## config.mk

```make
export PLATFORM = sky130hd
export DESIGN_NAME = swrd_cell
export DESIGN_NICKNAME = d
export VERILOG_FILES = /design/src/hdl/swrd_pkg.sv /design/src/hdl/swrd_cell.sv
export SDC_FILE = /design/constraint.sdc
export NUM_CORES = 1
export LEC_CHECK = 0
export ABC_AREA = 1
export BUFFER_PORTS_ARGS = -buffer_cell sky130_fd_sc_hd__buf_4
export CAP_MARGIN = 20
export CORE_ASPECT_RATIO = 1.75
export CORE_MARGIN = 8
export CORE_UTILIZATION = 43
export DETAILED_ROUTE_END_ITERATION = 10
export GPL_ROUTABILITY_DRIVEN = 0
export MAX_ROUTING_LAYER = met4
export PLACE_DENSITY = 0.88
export SYNTH_ARGS = -nofsm -noshare
export SYNTH_HDL_FRONTEND = slang
export SYNTH_SLANG_ARGS = --single-unit
```

## constraint.sdc

```tcl
create_clock -name clk -period 3 [get_ports clk]
set_clock_uncertainty 0.05 [all_clocks]
set_input_delay 0 -clock clk [delete_from_list [all_inputs] [get_ports clk]]
set_output_delay 0 -clock clk [all_outputs]
set_load 0.02 [all_outputs]
```

## src/hdl/swrd_pkg.sv

```systemverilog
// Shared types and constants for the sliding-window repeat detector.
`timescale 1ns / 1ps

package swrd_pkg;

  // Width of position values broadcast to the cells; covers DEPTH up to 1024 plus a
  // full 7-bit pattern length.
  localparam int CNT_W = 12;

  localparam int CFG_IDX_W  = 1;
  localparam int CFG_DATA_W = 7;

  localparam logic [CFG_IDX_W-1:0] REG_PATTERN_LEN = 1'd0;
  localparam logic [CFG_IDX_W-1:0] REG_REPETITIONS = 1'd1;

  localparam logic [CFG_DATA_W-1:0] PATTERN_LEN_RST = 7'd4;
  localparam logic [CFG_DATA_W-1:0] REPETITIONS_RST = 7'd2;

  // Control broadcast from the sequencer to every cell of the row.
  typedef struct packed {
    logic             ins;         // take a new sample this cycle
    logic             shift_mode;  // window full: shift toward slot 0
    logic [CNT_W-1:0] fill_level;  // next free slot while filling
    logic [CNT_W-1:0] wlast;       // slot of the newest sample once full
    logic             load;        // copy window into the reference line
    logic             scan;        // reference line moves up one slot
    logic             ph_zero;     // scan step is a multiple of the pattern length
    logic [CNT_W-1:0] t;           // scan step
    logic [CNT_W-1:0] tpl;         // scan step plus pattern length
    logic [CNT_W-1:0] filled;      // occupied slots
    logic [CNT_W-1:0] pl;          // effective pattern length
    logic             cnt_shift;   // match flags move toward slot 0
  } ctl_t;

endpackage

```

## src/hdl/swrd_cell.sv

```systemverilog
// One window slot: sample, reference copy and match flag.
`timescale 1ns / 1ps

module swrd_cell #(
  parameter int IDX = 0,
  parameter int SB  = 32
) (
  input  logic           clk,
  input  swrd_pkg::ctl_t ctl,
  input  logic [SB-1:0]  sample,
  input  logic [SB-1:0]  w_up,
  input  logic [SB-1:0]  r_dn,
  input  logic           m_up,
  output logic [SB-1:0]  w,
  output logic [SB-1:0]  r,
  output logic           m
);

  localparam logic [swrd_pkg::CNT_W-1:0] POS = swrd_pkg::CNT_W'(IDX);

  logic [SB-1:0] w_r, w_nxt;
  logic [SB-1:0] r_r, r_nxt;
  logic          m_r, m_nxt;
  logic          en;
  logic          hit;

  // Slots below the pattern length form the base and are not counted, except for
  // a pattern of one.
  assign en = (POS < ctl.filled) &&
              ((ctl.pl == swrd_pkg::CNT_W'(1)) || (POS >= ctl.pl));

  // After t steps this slot holds the sample from t slots below; the step that
  // lands in the base block is the one to compare.
  assign hit = ctl.scan && ctl.ph_zero && (ctl.t <= POS) && (ctl.tpl > POS) &&
               en && (r_r == w_r);

  always_comb begin
    w_nxt = w_r;
    if (ctl.ins) begin
      if (ctl.shift_mode) begin
        if (POS == ctl.wlast) begin
          w_nxt = sample;
        end else if (POS < ctl.wlast) begin
          w_nxt = w_up;
        end
      end else if (POS == ctl.fill_level) begin
        w_nxt = sample;
      end
    end
  end

  always_comb begin
    r_nxt = r_r;
    if (ctl.load) begin
      r_nxt = w_r;
    end else if (ctl.scan) begin
      r_nxt = r_dn;
    end
  end

  always_comb begin
    m_nxt = m_r;
    if (ctl.load) begin
      m_nxt = 1'b0;
    end else if (hit) begin
      m_nxt = 1'b1;
    end else if (ctl.cnt_shift) begin
      m_nxt = m_up;
    end
  end

  always_ff @(posedge clk) begin
    w_r <= w_nxt;
    r_r <= r_nxt;
    m_r <= m_nxt;
  end

  assign w = w_r;
  assign r = r_r;
  assign m = m_r;

endmodule

```

# Yosys cells after proc, flatten, opt, wreduce, memory -nomap -nowiden
# Index checks and enable logic that the tools add are counted.
word_totals:
  inputBits: 176
  register_bits: 65
  word_cells: 32
classes:
  eq_ne: 3
  magnitude_cmp: 5
  reduce_logical: 13
  n_mux: 8
op_table:
  columns: ["op", "count"]
  rows:
  - ["$mux 32", 6]
  - ["$eq 32x32->1", 1]
  - ["$logic_not 12->1", 2]
  - ["$lt 1x12->1 const A", 2]
  - ["$eq 12x1->1 const B", 1]
  - ["$ge 1x12->1 const A", 1]
  - ["$gt 12x1->1 const B", 1]
  - ["$le 12x1->1 const B", 1]
  - ["$logic_and 1x1->1", 6]
  - ["$reduce_bool 2->1", 3]
  - ["$ne 3x1->1 const B", 1]
  - ["$reduce_and 3->1", 1]
  - ["$mux 1", 2]
  - ["$logic_or 1x1->1", 1]

# Logic depth before layout (Yosys ltp)
logic_depth:
  ltp_word: 6
  mapped_depth: 10

# Worst setup path before layout
# OpenSTA, ideal clock, no wires.
synth_timing:
  path_kind: "in2reg"
  start: "input ctl[69] in the netlist's numbering"
  end: "register w_r[0], in the netlist w[0] (enable)"
  setup_slack_ns: 0.800
  required_ns: 2.529
  t_arrival_ns: 1.729
  path_stages: 3
  path_buffers: 0
  path_cell_list: "nor4_1 a31oi_1 nor2_1"
synth_between:
  elab_chain_len: 3
synth_lines:
  columns: ["item", "line", "rtl"]
  rows:
  - ["from (decl)", "swrd_cell.sv:9", "input swrd_pkg::ctl_t ctl,"]
  - ["$logic_not 12->1", "swrd_cell.sv:46", "end else if (POS == ctl.fill_level) begin"]
  - ["$reduce_bool 2->1 (no source line)", null, null]
  - ["$reduce_and 3->1 (no source line)", null, null]
  - ["to (signal assigned)", "swrd_cell.sv:73", "w_r <= w_nxt;"]
  - ["to (decl)", "swrd_cell.sv:21", "logic [SB-1:0] w_r, w_nxt;"]
# No other way between the ends.
# A chain may end at the register's enable or synchronous reset.

# Worst setup path in the final report
layout_timing:
  start: "input ctl[55] in the netlist's numbering"
  end: "register w_r[16], in the netlist w[16], data pin"
layout_between:
  elab_chain_len: 3
layout_lines:
  columns: ["item", "line", "rtl"]
  rows:
  - ["$logic_not 12->1", "swrd_cell.sv:41", "if (POS == ctl.wlast) begin"]
  - ["$mux 32", "swrd_cell.sv:41", null]
  - ["$mux 32", "swrd_cell.sv:40", "if (ctl.shift_mode) begin"]
# No other way between the ends.

==> impl_metrics.env <==
export IMPL_timing_hold_violations_final=0
export IMPL_die_x_um=86.0
export IMPL_clock_sinks=65
export IMPL_hold_start="ctl[77]"
export IMPL_avgSynthCellArea_um2=7.67
export IMPL_pre_cts_ws_ns=1.20
export IMPL_busiest_layer_in_global_routing="met2"
export IMPL_placement_cell_area_um2=5570
export IMPL_route_detailed_drc=0
export IMPL_worst_slew_pin_slew_ns=0.952
export IMPL_via_count_of_the_first_global_routing_pass=5233
export IMPL_io_buffer_count=239
export IMPL_totalNegativeSetupSlack_ns=0
export IMPL_synth_distinct_cells=22
export IMPL_die_area_um2=11900
export IMPL_category_of_the_most_critical_setup_path="primary input to register"
export IMPL_total_setup_violations_reported_at_the_end_of_the_flow=0
export IMPL_rsz0062_at_grt="false"
export IMPL_synth_edf_count=64
export IMPL_vias_per_cell=5.07
export IMPL_async_flop_share_pct=0
export IMPL_cp_start_kind="primary input"
export IMPL_drt_pre_antenna_iters=5
export IMPL_inserted_clock_buffers=9
export IMPL_cp_end_kind="register"
export IMPL_antenna_nets_post_route=0
export IMPL_crit_path_max_fanout=33
export IMPL_die_h_um=139
export IMPL_timing_fmax_mhz=473
export IMPL_vdd_ir_drop_worst_mv=0.353
export IMPL_worst_r2r_src="w[22]$_DFFE_PP_"
export IMPL_cp_data_arrival_time_ns=2.25
export IMPL_synth_nets=657
export IMPL_outcome="finished clean"
export IMPL_synth_cell_area_um2=3690
export IMPL_effective_utilization_at_floorplan_pct=43.4
export IMPL_maxCapViolCount=0
export IMPL_synth_seq_cells=65
export IMPL_grt_overflow_total=0
export IMPL_worst_hold_path_type="primary input to register"
export IMPL_fin_crit_ns=2.11
export IMPL_finish_utilization_pct=80.7
export IMPL_post_drt_wl_per_cell_um=18.5
export IMPL_final_critical_path_share_of_the_clock_period_pct=70.4
export IMPL_clock_latency_ns=0.32
export IMPL_syn_instance_count=481
export IMPL_grt_total_usage_pct=29.5
export IMPL_floorplan_io_pins=241
export IMPL_critical_path_startpoint="ctl[55]"
export IMPL_num_rows=45
export IMPL_final_layout_size_suffix_gt1_share_pct=31.5
export IMPL_nNetsFinal=991
export IMPL_power_density_nw_per_um2=441
export IMPL_core_region_area_um2=8500
export IMPL_met3_demand_to_capacity_share_in_global_routing_pct=6.47
export IMPL_area_growth_pct=85.9
export IMPL_global_route_met1_utilization_pct=26.9
export IMPL_report_final_slew_viol_count=0
export IMPL_timing_max_slew_rel_slack_pct=36.4
export IMPL_num_vias=4751
export IMPL_stdcell_area_um2=6860
export IMPL_synth_warning_count=0
export IMPL_number_of_antenna_violations_at_the_first_check_in_global_routing=1
export IMPL_cts_tree="yes"
export IMPL_cts_htree_levels=3
export IMPL_hpwlAfterDp_mm=10.8
export IMPL_worst_endpoint_required_ns=3.13
export IMPL_clock_edge_transition_at_the_registers_on_the_reported_setup_and_hold_paths_ns=0.05
export IMPL_grtUsageMet2_pct=51.0
export IMPL_largest_net_degree_at_the_start_of_global_routing=55
export IMPL_ys_seq_area_share_pct=52.6
export IMPL_clk_path_buf_depth=2
export IMPL_postSynth_topFlopCell="edfxtp_1"
export IMPL_drt_initial_drc_count=344
export IMPL_routed_wl_mm=17.4
export IMPL_wire_length_of_the_first_global_routing_pass_mm=26.4
export IMPL_clock_tree_root_cell="clkbuf_16"
export IMPL_post_route_worst_setup_slack_ns=0.887
export IMPL_power_leakage_nw=3.50
==> state kept, by name, indices dropped and copies added (netlist names) <==
name	count
m	1
r	32
w	32
==> critical path, cell delays in order <==
cell,delay [ns]
buf_4,0.11
nor4_1,0.35
nand3_1,0.15
buf_4,0.28
nand2_2,0.51
nand2_1,0.16
nand2_1,0.11
dlygate4sd3_1,0.56
==> layout make-up <==
cell class / count / area (µm²)
clock inverters: 2 / 35.0
clock buffers: 14 / 274
flip-flops and latches: 65 / 1940
well taps: 117 / 146
repair buffers: 339 / 2790
inverters: 70 / 263
multi-input cells: 330 / 1410
diodes: 1 / 2.50
fillers: 482 / 1640
==> timing repair <==
item                                   CTS  global route
gates resized for setup                  0             0
hold buffers                            98             0
endpoints found under the hold margin   65             0
buffers inserted                         0             0
==> through the flow <==
stage | cells | hold WS (ns) | power, mW
2_1_floorplan | 481 | 0.129 | 1.44
3_3_place_gp | 823 | 0.214 | 1.78
3_5_place_dp | 823 | 0.219 | 1.80
4_1_cts | 937 | 0.203 | 2.99
5_1_grt | 938 | 0.212 | 3.13
6_report | 938 | 0.209 | 3.03
==> cell usage in the layout, fill, tap and decap left out, types with 2 or more instances in the layout <==
master,count
clkbuf_1,2
xnor2_1,10
dlygate4sd3_1,98
nor2_1,34
nand3_1,35
clkbuf_8,3
nor4_1,6
clkbuf_16,9
o21ai_0,22
nand4_1,3
inv_1,69
buf_4,241
nand2_1,212
edfxtp_1,64
==> synthesized netlist by cell type (3+ instances only) <==
master | count | area share, %
buf_1 | 3 | 0.31
buf_6 | 3 | 0.92
clkbuf_1 | 8 | 0.81
edfxtp_1 | 64 | 52
inv_1 | 69 | 7.0
nand2_1 | 212 | 22
nand3_1 | 35 | 4.7
nand4_1 | 3 | 0.51
nor2_1 | 35 | 3.6
nor4_1 | 6 | 1.0
o21ai_0 | 22 | 3.0
xnor2_1 | 10 | 2.4
==> layer usage <==
| layer | up-vias | wire [µm] | share of wire (%) |
|---|---|---|---|
| li1 | 2177 | - | - |
| met1 | 2151 | 5660 | 33 |
| met2 | 318 | 8970 | 52 |
| met3 | 105 | 1360 | 7.9 |
| met4 | 0 | 1370 | 7.9 |
| met5 | - | 0 | 0 |
==> cells by family after synthesis <==
logic type	synth area share [%]
xor gates and xnor gates	2.37
DFF	52.6
AOI/OAI and AO/OA	3.29
muxes	0.271
and+or+nand+nor	32.0
buffers and inverters	9.42
==> power breakdown <==
group          switching (mW)  internal, mW  total [mW]  leakage [nW]
logic                   0.373         0.409       0.781          2.71
registers              0.0650          1.09        1.16         0.634
clock network           0.374         0.711        1.08         0.153
==> worst paths after layout <==
path / to / slack [ns] / cells past startpoint
setup reg to reg: m$_SDFFE_PP0P_ / 0.98 / 10
setup / recovery: w[16]$_DFFE_PP_ / 0.89 / 8
hold reg to reg: r[14]$_DFFE_PP_ / 0.57 / 2
hold / removal: w[30]$_DFFE_PP_ / 0.21 / 3
No activity file was read; power rests on OpenSTA's default activity.
